$ cat config.mk
export PLATFORM = sky130hd
export DESIGN_NAME = ini_html_syntax_highlighter
export DESIGN_NICKNAME = d
export VERILOG_FILES = /design/src/hdl/ihsh_pkg.sv /design/src/hdl/ini_html_syntax_highlighter.sv /design/src/hdl/ihsh_core.sv
export SDC_FILE = /design/constraint.sdc
export NUM_CORES = 1
export LEC_CHECK = 0
export ABC_AREA = 1
export BUFFER_PORTS_ARGS = -buffer_cell sky130_fd_sc_hd__buf_2
export CAP_MARGIN = 0
export CORE_AREA = 2 2 68 70
export CTS_CLUSTER_SIZE = 20
export DETAILED_ROUTE_END_ITERATION = 8
export DIE_AREA = 0 0 70 72
export PLACE_DENSITY = 0.79
export SLEW_MARGIN = 5
export SYNTH_ARGS = -nofsm -noshare
export SYNTH_HDL_FRONTEND = slang
export SYNTH_HIERARCHICAL = 1
export SYNTH_SLANG_ARGS = --single-unit
$ cat constraint.sdc
create_clock -name clock -period 7.1 [get_ports clock]
set_clock_uncertainty 0.15 [all_clocks]
set_input_delay 0.71 -clock clock [delete_from_list [all_inputs] [get_ports clock]]
set_output_delay 0.71 -clock clock [all_outputs]
set_load 0.05 [all_outputs]
$ cat src/hdl/ihsh_pkg.sv
// Shared types, character codes and class codes of the INI/HTML syntax highlighter.
package ihsh_pkg;

   // Highlight classes carried in the result.
   typedef enum logic [2:0] {
      CLS_PLAIN   = 3'd0,
      CLS_SECTION = 3'd1,
      CLS_COMMENT = 3'd2,
      CLS_PROP    = 3'd3,
      CLS_SETTING = 3'd4
   } class_type;

   // Language selection held in the control register.
   typedef enum logic {
      MODE_INI  = 1'b0,
      MODE_HTML = 1'b1
   } mode_type;

   // Character codes the parser looks for.
   localparam logic [7:0] CH_CR      = 8'd13;
   localparam logic [7:0] CH_LF      = 8'd10;
   localparam logic [7:0] CH_TAB     = 8'd9;
   localparam logic [7:0] CH_SPACE   = 8'd32;
   localparam logic [7:0] CH_ESC     = 8'd27;
   localparam logic [7:0] CH_QUOTE   = 8'd34;
   localparam logic [7:0] CH_BANG    = 8'd33;
   localparam logic [7:0] CH_DASH    = 8'd45;
   localparam logic [7:0] CH_SEMI    = 8'd59;
   localparam logic [7:0] CH_LT      = 8'd60;
   localparam logic [7:0] CH_EQUAL   = 8'd61;
   localparam logic [7:0] CH_GT      = 8'd62;
   localparam logic [7:0] CH_LBRACK  = 8'd91;
   localparam logic [7:0] CH_NUL     = 8'd0;

   // Parser state kept from one byte to the next.
   typedef struct packed {
      logic [7:0] prev_char;
      class_type  cls;
      logic       bold;
      logic       in_tag;
      logic       in_value;
      logic       unquoted;
      logic       just_opened;
      logic       doctype;
   } hl_state_type;

   // Result of one byte.
   typedef struct packed {
      class_type cls;
      logic      bold;
   } hl_result_type;

   // White space as seen inside tags.
   function automatic logic is_space(input logic [7:0] ch);
      is_space = (ch == CH_SPACE) || (ch == CH_TAB) || (ch == CH_CR) ||
                 (ch == CH_LF) || (ch == CH_ESC);
   endfunction

endpackage

$ cat src/hdl/ini_html_syntax_highlighter.sv
// Top level of the INI/HTML syntax highlighter: stream handshake, input and result registers.
//
//   channel  | ports                         | payload
//   ---------+-------------------------------+--------------------------------------
//   request  | req_tvalid/tready/tdata/tuser | tdata[7:0] text_byte, tuser restart
//   response | rsp_tvalid/tready/tdata       | tdata[2:0] color_class, [3] bold
//   control  | csr_wr_en/csr_wr_data         | language_mode, 0 INI, 1 HTML
//
// Every byte passes an input register and a result register, one byte per cycle
// sustained while rsp_tready stays high.
// Synchronous active-high reset clears both stages, the parser state and the mode.
// A stalled response holds its stage; the input stage keeps filling until it is
// also held, then req_tready drops.
module ini_html_syntax_highlighter
   import ihsh_pkg::*;
(
   input  logic       clock,
   input  logic       reset,
   input  logic       req_tvalid,
   output logic       req_tready,
   input  logic [7:0] req_tdata,   // [7:0] text_byte
   input  logic       req_tuser,   // [0] restart
   output logic       rsp_tvalid,
   input  logic       rsp_tready,
   output logic [7:0] rsp_tdata,   // [2:0] color_class, [3] bold, [7:4] zero
   input  logic       csr_wr_en,
   input  logic       csr_wr_data
);

   logic          mode_ff;
   logic          s1_valid_ff;
   logic [7:0]    s1_byte_ff;
   logic          s1_restart_ff;
   logic          rsp_valid_ff;
   hl_result_type rsp_result_ff;
   hl_result_type result;
   logic          out_free;
   logic          step;

   // Control register.
   always_ff @(posedge clock) begin
      if (reset) begin
         mode_ff <= MODE_INI;
      end else if (csr_wr_en) begin
         mode_ff <= csr_wr_data;
      end
   end

   // Handshake: each stage moves when the one after it is free.
   assign out_free   = !rsp_valid_ff || rsp_tready;
   assign step       = s1_valid_ff && out_free;
   assign req_tready = !s1_valid_ff || out_free;

   // Input register.
   always_ff @(posedge clock) begin
      if (reset) begin
         s1_valid_ff <= 1'b0;
      end else if (req_tready) begin
         s1_valid_ff <= req_tvalid;
      end
   end

   always_ff @(posedge clock) begin
      if (req_tready && req_tvalid) begin
         s1_byte_ff    <= req_tdata;
         s1_restart_ff <= req_tuser;
      end
   end

   ihsh_core u_core (
      .clock     (clock),
      .reset     (reset),
      .step      (step),
      .text_byte (s1_byte_ff),
      .restart   (s1_restart_ff),
      .mode      (mode_type'(mode_ff)),
      .result    (result)
   );

   // Result register.
   always_ff @(posedge clock) begin
      if (reset) begin
         rsp_valid_ff <= 1'b0;
      end else if (out_free) begin
         rsp_valid_ff <= s1_valid_ff;
      end
   end

   always_ff @(posedge clock) begin
      if (step) begin
         rsp_result_ff <= result;
      end
   end

   assign rsp_tvalid = rsp_valid_ff;
   assign rsp_tdata  = {4'b0000, rsp_result_ff.bold, rsp_result_ff.cls};

`ifndef SYNTHESIS
   // Comment text is never drawn bold.
   assert property (@(posedge clock) disable iff (reset)
      rsp_valid_ff && (rsp_result_ff.cls == CLS_COMMENT) |-> !rsp_result_ff.bold)
      else $error("bold comment result");

   // A byte held in the input stage is not dropped while the output is blocked.
   assert property (@(posedge clock) disable iff (reset)
      s1_valid_ff && !out_free |=> s1_valid_ff && $stable(s1_byte_ff))
      else $error("input stage lost a byte");

   // Only codes of defined classes leave the block.
   assert property (@(posedge clock) disable iff (reset)
      rsp_valid_ff |-> (rsp_result_ff.cls == CLS_PLAIN || rsp_result_ff.cls == CLS_SECTION ||
                        rsp_result_ff.cls == CLS_COMMENT || rsp_result_ff.cls == CLS_PROP ||
                        rsp_result_ff.cls == CLS_SETTING))
      else $error("undefined class code");
`endif

endmodule

$ cat src/hdl/ihsh_core.sv
// Parser state registers and the per-byte state update of the highlighter.
module ihsh_core
   import ihsh_pkg::*;
(
   input  logic          clock,
   input  logic          reset,
   input  logic          step,
   input  logic [7:0]    text_byte,
   input  logic          restart,
   input  mode_type      mode,
   output hl_result_type result
);

   hl_state_type state_ff;
   hl_state_type state_in;

   // Next state of the parser for the byte at hand.
   always_comb begin
      hl_state_type s;
      logic         done;
      logic         opened;
      logic [7:0]   c;
      logic [7:0]   p;
      s      = state_ff;
      done   = 1'b0;
      opened = 1'b0;
      c      = text_byte;

      // A restart clears the state ahead of the byte; the doctype flag is kept.
      if (restart) begin
         s.cls         = CLS_PLAIN;
         s.bold        = 1'b0;
         s.in_tag      = 1'b0;
         s.in_value    = 1'b0;
         s.unquoted    = 1'b0;
         s.just_opened = 1'b0;
         s.prev_char   = (mode == MODE_INI) ? CH_CR : CH_NUL;
      end
      p = s.prev_char;

      if (mode == MODE_INI) begin
         // The first byte of a line picks the class; the byte after '=' starts a value.
         if (p == CH_CR || p == CH_LF) begin
            if (c == CH_LBRACK) begin
               s.cls  = CLS_SECTION;
               s.bold = 1'b1;
            end else if (c == CH_SEMI) begin
               s.cls  = CLS_COMMENT;
               s.bold = 1'b0;
            end else begin
               s.cls  = CLS_PROP;
               s.bold = 1'b1;
            end
         end else if (p == CH_EQUAL) begin
            s.bold = 1'b0;
            if (s.cls == CLS_PROP) begin
               s.cls = CLS_SETTING;
            end
         end
      end else begin
         // Comments and doctypes run until their closing '>'.
         if (s.cls == CLS_COMMENT) begin
            if (p == CH_BANG && c != CH_GT) begin
               s.doctype = (c != CH_DASH);
            end
            if (c == CH_GT && (s.doctype || p == CH_DASH)) begin
               s.in_tag      = 1'b0;
               s.in_value    = 1'b0;
               s.unquoted    = 1'b0;
               s.cls         = CLS_PLAIN;
               s.bold        = 1'b0;
               s.just_opened = 1'b0;
            end
            done = 1'b1;
         end

         // The byte after a closing quote ends the quoted value.
         if (!done && p == CH_QUOTE && s.in_value && !s.just_opened) begin
            s.cls      = CLS_PLAIN;
            s.bold     = 1'b1;
            s.in_value = 1'b0;
            s.unquoted = 1'b0;
            if (c == CH_GT && s.in_tag) begin
               s.in_tag      = 1'b0;
               s.bold        = 1'b0;
               s.just_opened = 1'b0;
            end
            done = 1'b1;
         end

         // A '>' outside a quoted value closes the tag.
         if (!done && c == CH_GT && s.in_tag && (!s.in_value || s.unquoted)) begin
            s.in_tag      = 1'b0;
            s.in_value    = 1'b0;
            s.unquoted    = 1'b0;
            s.cls         = CLS_PLAIN;
            s.bold        = 1'b0;
            s.just_opened = 1'b0;
            done          = 1'b1;
         end

         if (!done) begin
            // The byte after '<' opens a tag or a comment.
            if (p == CH_LT && !s.in_value) begin
               s.in_tag   = 1'b1;
               s.in_value = 1'b0;
               s.unquoted = 1'b0;
               if (c == CH_BANG) begin
                  s.cls  = CLS_COMMENT;
                  s.bold = 1'b0;
               end else begin
                  s.cls  = CLS_SECTION;
                  s.bold = 1'b1;
               end
            end

            // White space after an unquoted value ends it.
            if (s.in_tag && s.in_value && s.unquoted && is_space(p)) begin
               s.in_value = 1'b0;
               s.unquoted = 1'b0;
               s.cls      = CLS_PLAIN;
               s.bold     = 1'b1;
            end

            // Attribute names, '=' and the start of values inside a tag.
            if (s.in_tag) begin
               if ((!s.in_value || s.unquoted) && is_space(c)) begin
                  s.in_value = 1'b0;
                  s.unquoted = 1'b0;
                  s.cls      = CLS_PLAIN;
                  s.bold     = 1'b1;
               end
               if (!s.in_value && c == CH_EQUAL) begin
                  s.cls  = CLS_PLAIN;
                  s.bold = 1'b0;
               end
               if ((c == CH_QUOTE || p == CH_EQUAL) && !s.in_value) begin
                  s.unquoted    = (c != CH_QUOTE);
                  s.in_value    = 1'b1;
                  s.cls         = CLS_SETTING;
                  s.bold        = 1'b0;
                  s.just_opened = 1'b1;
                  opened        = 1'b1;
               end
            end

            if (!opened) begin
               s.just_opened = 1'b0;
            end
         end
      end

      s.prev_char = c;
      state_in    = s;
   end

   assign result.cls  = state_in.cls;
   assign result.bold = state_in.bold;

   // State advances once for every byte handed over.
   always_ff @(posedge clock) begin
      if (reset) begin
         state_ff <= '{prev_char:   CH_NUL,
                       cls:         CLS_PLAIN,
                       bold:        1'b0,
                       in_tag:      1'b0,
                       in_value:    1'b0,
                       unquoted:    1'b0,
                       just_opened: 1'b1,
                       doctype:     1'b0};
      end else if (step) begin
         state_ff <= state_in;
      end
   end

`ifndef SYNTHESIS
   // The stored previous character is the byte of the last step.
   assert property (@(posedge clock) disable iff (reset)
      step |=> (state_ff.prev_char == $past(text_byte)))
      else $error("previous character not taken from last byte");

   // Without a step the parser state stays put.
   assert property (@(posedge clock) disable iff (reset)
      !step |=> $stable(state_ff))
      else $error("parser state changed without a byte");

   // A restart in INI mode leaves no tag open.
   assert property (@(posedge clock) disable iff (reset)
      step && restart && (mode == MODE_INI) |=> !state_ff.in_tag)
      else $error("tag left open after an INI restart");
`endif

endmodule
* After elaboration in Yosys (flattened, before gate mapping)
Index checks and enable logic that the tools add are counted.
** Operators by class
- Equal/unequal tests :: 27
- Mux-type cells :: 51
- Reduce and logical (&&, ||, !) cells :: 43
** Operator list (number)
- 8-bit by 6-bit == test with 1-bit output, second input constant :: 12
- 8-bit by 4-bit == test with 1-bit output, second input constant :: 6
- 8-bit 2-to-1 mux :: 6
- 4-bit 2-to-1 mux :: 10
- 8-bit by 6-bit inequality test with 1-bit output, second input constant :: 3
- 7-bit 2-to-1 mux :: 3
- 1-bit logical AND :: 18
- 2-bit 2-to-1 mux :: 9
- 9-bit 2-to-1 mux :: 2
- 8-bit by 5-bit == test with 1-bit output, second input constant :: 2
- 16-bit 2-to-1 mux :: 1
- 1-bit logical OR :: 15
- 1-bit 2-to-1 mux :: 15
- 3-bit 2-to-1 mux :: 4
- 1-bit logical NOT :: 9
- 8-bit by 7-bit == test with 1-bit output, second input constant :: 1
- 3-bit by 2-bit == test with 1-bit output, second input constant :: 2
- 5-bit 2-to-1 mux :: 1
- 3-bit AND reduction :: 1
- 2-bit by 1-bit inequality test with 1-bit output, second input constant :: 1
** Storage, ports and cells
- Register bits after elaboration :: 33
- Bits of input ports :: 15
- Output and inout bits :: 10
- Word-level logic and storage cells :: 136

* Depth between registers and ports, before layout
- Word-level depth :: 49
- Depth in mapped cells :: 23
- Mapped depth without buffers :: 23

* Hierarchy
Netlist, hierarchy kept.
** By module, submodules not included
- ihsh_core :: times used 1, cells each 279, area each 1682.9 µm², seq. area each 340.3 µm²
- ini_html_syntax_highlighter :: times used 1, cells each 35, area each 551.8 µm², seq. area each 450.4 µm²

* Worst setup path before layout
No wires, ideal clock.
- Kind :: register to register
- Start point :: reg s1_restart_ff
- End point :: reg rsp_result_ff, in the netlist rsp_tdata[1] (data pin)
- Setup time :: 0.251 ns
- Arrival time :: 2.291 ns
- Data required time :: 6.699 ns
- Slack :: 4.407 ns
- Cell stages (with the launch flop) :: 17
- Path buffers :: 2
- Period minus slack after synthesis :: 2.693 ns
- Cell sequence :: edfxtp_1 buf_6 inv_6 nand2_2 nor3_4 inv_2 nand4_2 inv_2 nor2_2 nand4_1 o21ai_2 o211ai_2 nand3_1 nand3_1 nand2_1 inv_1 buf_4
** RTL lines
- start: declaration :: line ini_html_syntax_highlighter.sv:33 : logic s1_restart_ff;
- start signal: assignment :: line ini_html_syntax_highlighter.sv:66 : s1_restart_ff <= req_tuser;
- end signal: assignment :: line ini_html_syntax_highlighter.sv:91 : rsp_result_ff <= result;
- end: declaration :: line ini_html_syntax_highlighter.sv:35 : hl_result_type rsp_result_ff;

==> metrics.csv <==
metric,value,unit
Max IR drop VDD,0.156,mV
number of filler cells placed in the layout,409,
period utilization,44.3,%
"commonest non-fill, non-tap cell in the layout",nand2_1,
share of layout cells above drive strength 1,17.4,%
Required @ worst endpoint,6.99,ns
placer congestion estimate,0.944,
final hold vios,0,
setup bufs post-CTS,0,
io pins,25,
initial core utilization,52.4,%
Synth top area share,17.9,%
Slew HR,53.3,%
max frequency,318,MHz
Routed Antenna Nets,0,
Least-Margin Pin Slew,0.694,ns
Pins Over Slew Limit,0,
status,finished clean,
first-pass GRT wire length,8870,µm
Synth Register Bits,33,
CP Class,reg2reg,
Synth Flop Type,dfxtp_1,
final net count,347,
post-route setup TNS,0,ns
Cells after Synth,314,
initial antenna violation count,0,
# DRC,0,
routed wl met3,328,µm
TritonCTS Sinks,33,
Resized cells post-CTS,0,
drt total wl,5320,µm
Site Rows,24,
total power draw,0.000478,W
area delta synth->final,9.74,%
yosys warns,6,
"commonest cells after routing, fill and taps aside","nand2_1 (58), inv_1 (46), nor2_1 (32)",
First-pass DRT Iterations,5,
met2 WL,2560,µm
GRT Total Usage,22.2,%
# port buffers,20,
largest cells by area after synthesis,"dfxtp_1 (18%), edfxtp_1 (17%), nand2_1 (9.7%)",
die footprint,5040,µm²
register area share after synthesis,35.4,%
Leak Pwr,1.12,nW
final core utilization,57.5,%
via count,2141,
Mapped Area,2230,µm²
CTS tree,built,
Top Layer Used,met4,
WL met1,2300,µm
max cap viols,0,
unrepaired setup endpoints after global routing,no,
Root Driver,clkbuf_8,
number of global-route vias before repair,2019,
HP Class,reg2reg,
CTS Buf Count,5,
Detail Placement HPWL,4070,µm
Die W,70,µm
Reg2Reg Setup Slack,3.95,ns
Tmin final,3.15,ns
CTS HTree Levels,2,
Final Setup Violations,0,
Crit path arrival time,3.04,ns
CP endpoint kind,flop,
Routed WL per cell,13.8,µm
Post-synth EDFFs,13,
worst-skew pair later-pin latency,0.29,ns
pwr/cell area,195,nW/µm²
"Hold-fix buffers, CTS",0,
CP max FO,12,
post-synth top area cell,dfxtp_1,
Syn Area/Cell,7.12,µm²
Core Footprint,4260,µm²
die height,72,µm
kind of start point of the critical path,flop,
Yosys cell types,40,
GR Overflow Total,0,
Bufs on Longest Clock Path,2,
initial DRC count,169,
Worst-path clk slew,0.07,ns
post-synthesis async set-or-reset flop share,0,%
n_diodes,0,
largest net degree at the start of global routing,30,
DR vias/cell,5.56,
cell usage after synthesis, types with 2 or more instances:
cell type and count:
nand2_1 58, inv_1 46, nor2_1 32, nand3_1 24, a21oi_1 21, dfxtp_1 20
o21ai_0 17, nand4_1 14, edfxtp_1 13, buf_4 8, o21ai_1 6, a31oi_1 4
clkbuf_1 4, nor2_2 4, o211ai_1 4, a21oi_2 3, inv_2 3, nand2_4 3
nor2_4 3, nor3_1 3, a21oi_4 2, nand2_2 2, nand3_2 2, nor4_1 2
critical path, stage by stage, from the launching register on:
cell and delay [ns]:
edfxtp_1 0.70, nand2_1 0.17, o21ai_1 0.27, nor2_4 0.08, nand3_2 0.10, a21oi_2 0.08, a21oi_4 0.23, nand3_1 0.20
nand3_4 0.18, nand2_4 0.09, nand3b_1 0.13, nand2_1 0.07, nor2_1 0.10, nand2_1 0.07, nand3_1 0.08, nand2_1 0.05
nand2_1 0.07, nand2_1 0.06
worst paths after layout:
path	start	end	cells after the start
setup / recovery	s1_restart_ff	rsp_tdata[3]	17
setup reg to reg	s1_restart_ff	rsp_tdata[3]	17
hold / removal	u_core/state_ff[2]	u_core/state_ff[2]	2
hold reg to reg	u_core/state_ff[2]	u_core/state_ff[2]	2
state kept, by name, indices dropped and copies added, names as in the netlist:
signal           count
u_core/state_ff     17
s1_restart_ff        1
mode_ff              1
rsp_tvalid           1
s1_byte_ff           8
rsp_tdata            4
s1_valid_ff          1
routing by layer:
layer,vias to the layer above,track usage (%)
met2,81,36.2
met5,-,0
li1,1076,-
met1,969,28.0
met4,0,11.1
met3,15,4.86
power by group:
group / internal [W] / leakage, nW / switching, W
Sequential: 0.000210 / 0.291 / 0.0000103
Combinational: 0.0000217 / 0.773 / 0.0000559
Clock: 0.000114 / 0.0585 / 0.0000661
Total: 0.000346 / 1.12 / 0.000132
final cells by class:
class | instances | area (µm²) | area share [%]
Multi-Input combinational cell | 220 | 1180 | 48.0
Sequential cell | 33 | 791 | 32.2
Inverter | 51 | 196 | 8.01
Timing Repair Buffer | 21 | 108 | 4.39
Clock buffer | 7 | 86.3 | 3.52
Tap cell | 52 | 65.1 | 2.65
Clock inverter | 1 | 30.0 | 1.22
cell families (layout without fill, tap and decap cells):
kind of cell	count (synthesis)	in the layout	share of synthesized area, %
AND/OR/NAND/NOR	152	152	34.0
AO/OA/AOI/OAI	64	64	17.7
buffers and inverters	64	80	12.7
flip-flops	33	33	35.4
other	1	4	0.168
stage by stage:
stage	worst slack (ns)	area (µm²)	hold WS (ns)	std cells
finish	3.95	2450	0.323	385
detailed placement	3.96	2340	0.313	377
CTS	3.95	2450	0.323	385
global placement	4.09	2340	0.306	377
floorplan	4.41	2250	0.289	317
global route	3.64	2450	0.364	385
No activity file was read; power rests on OpenSTA's default activity.
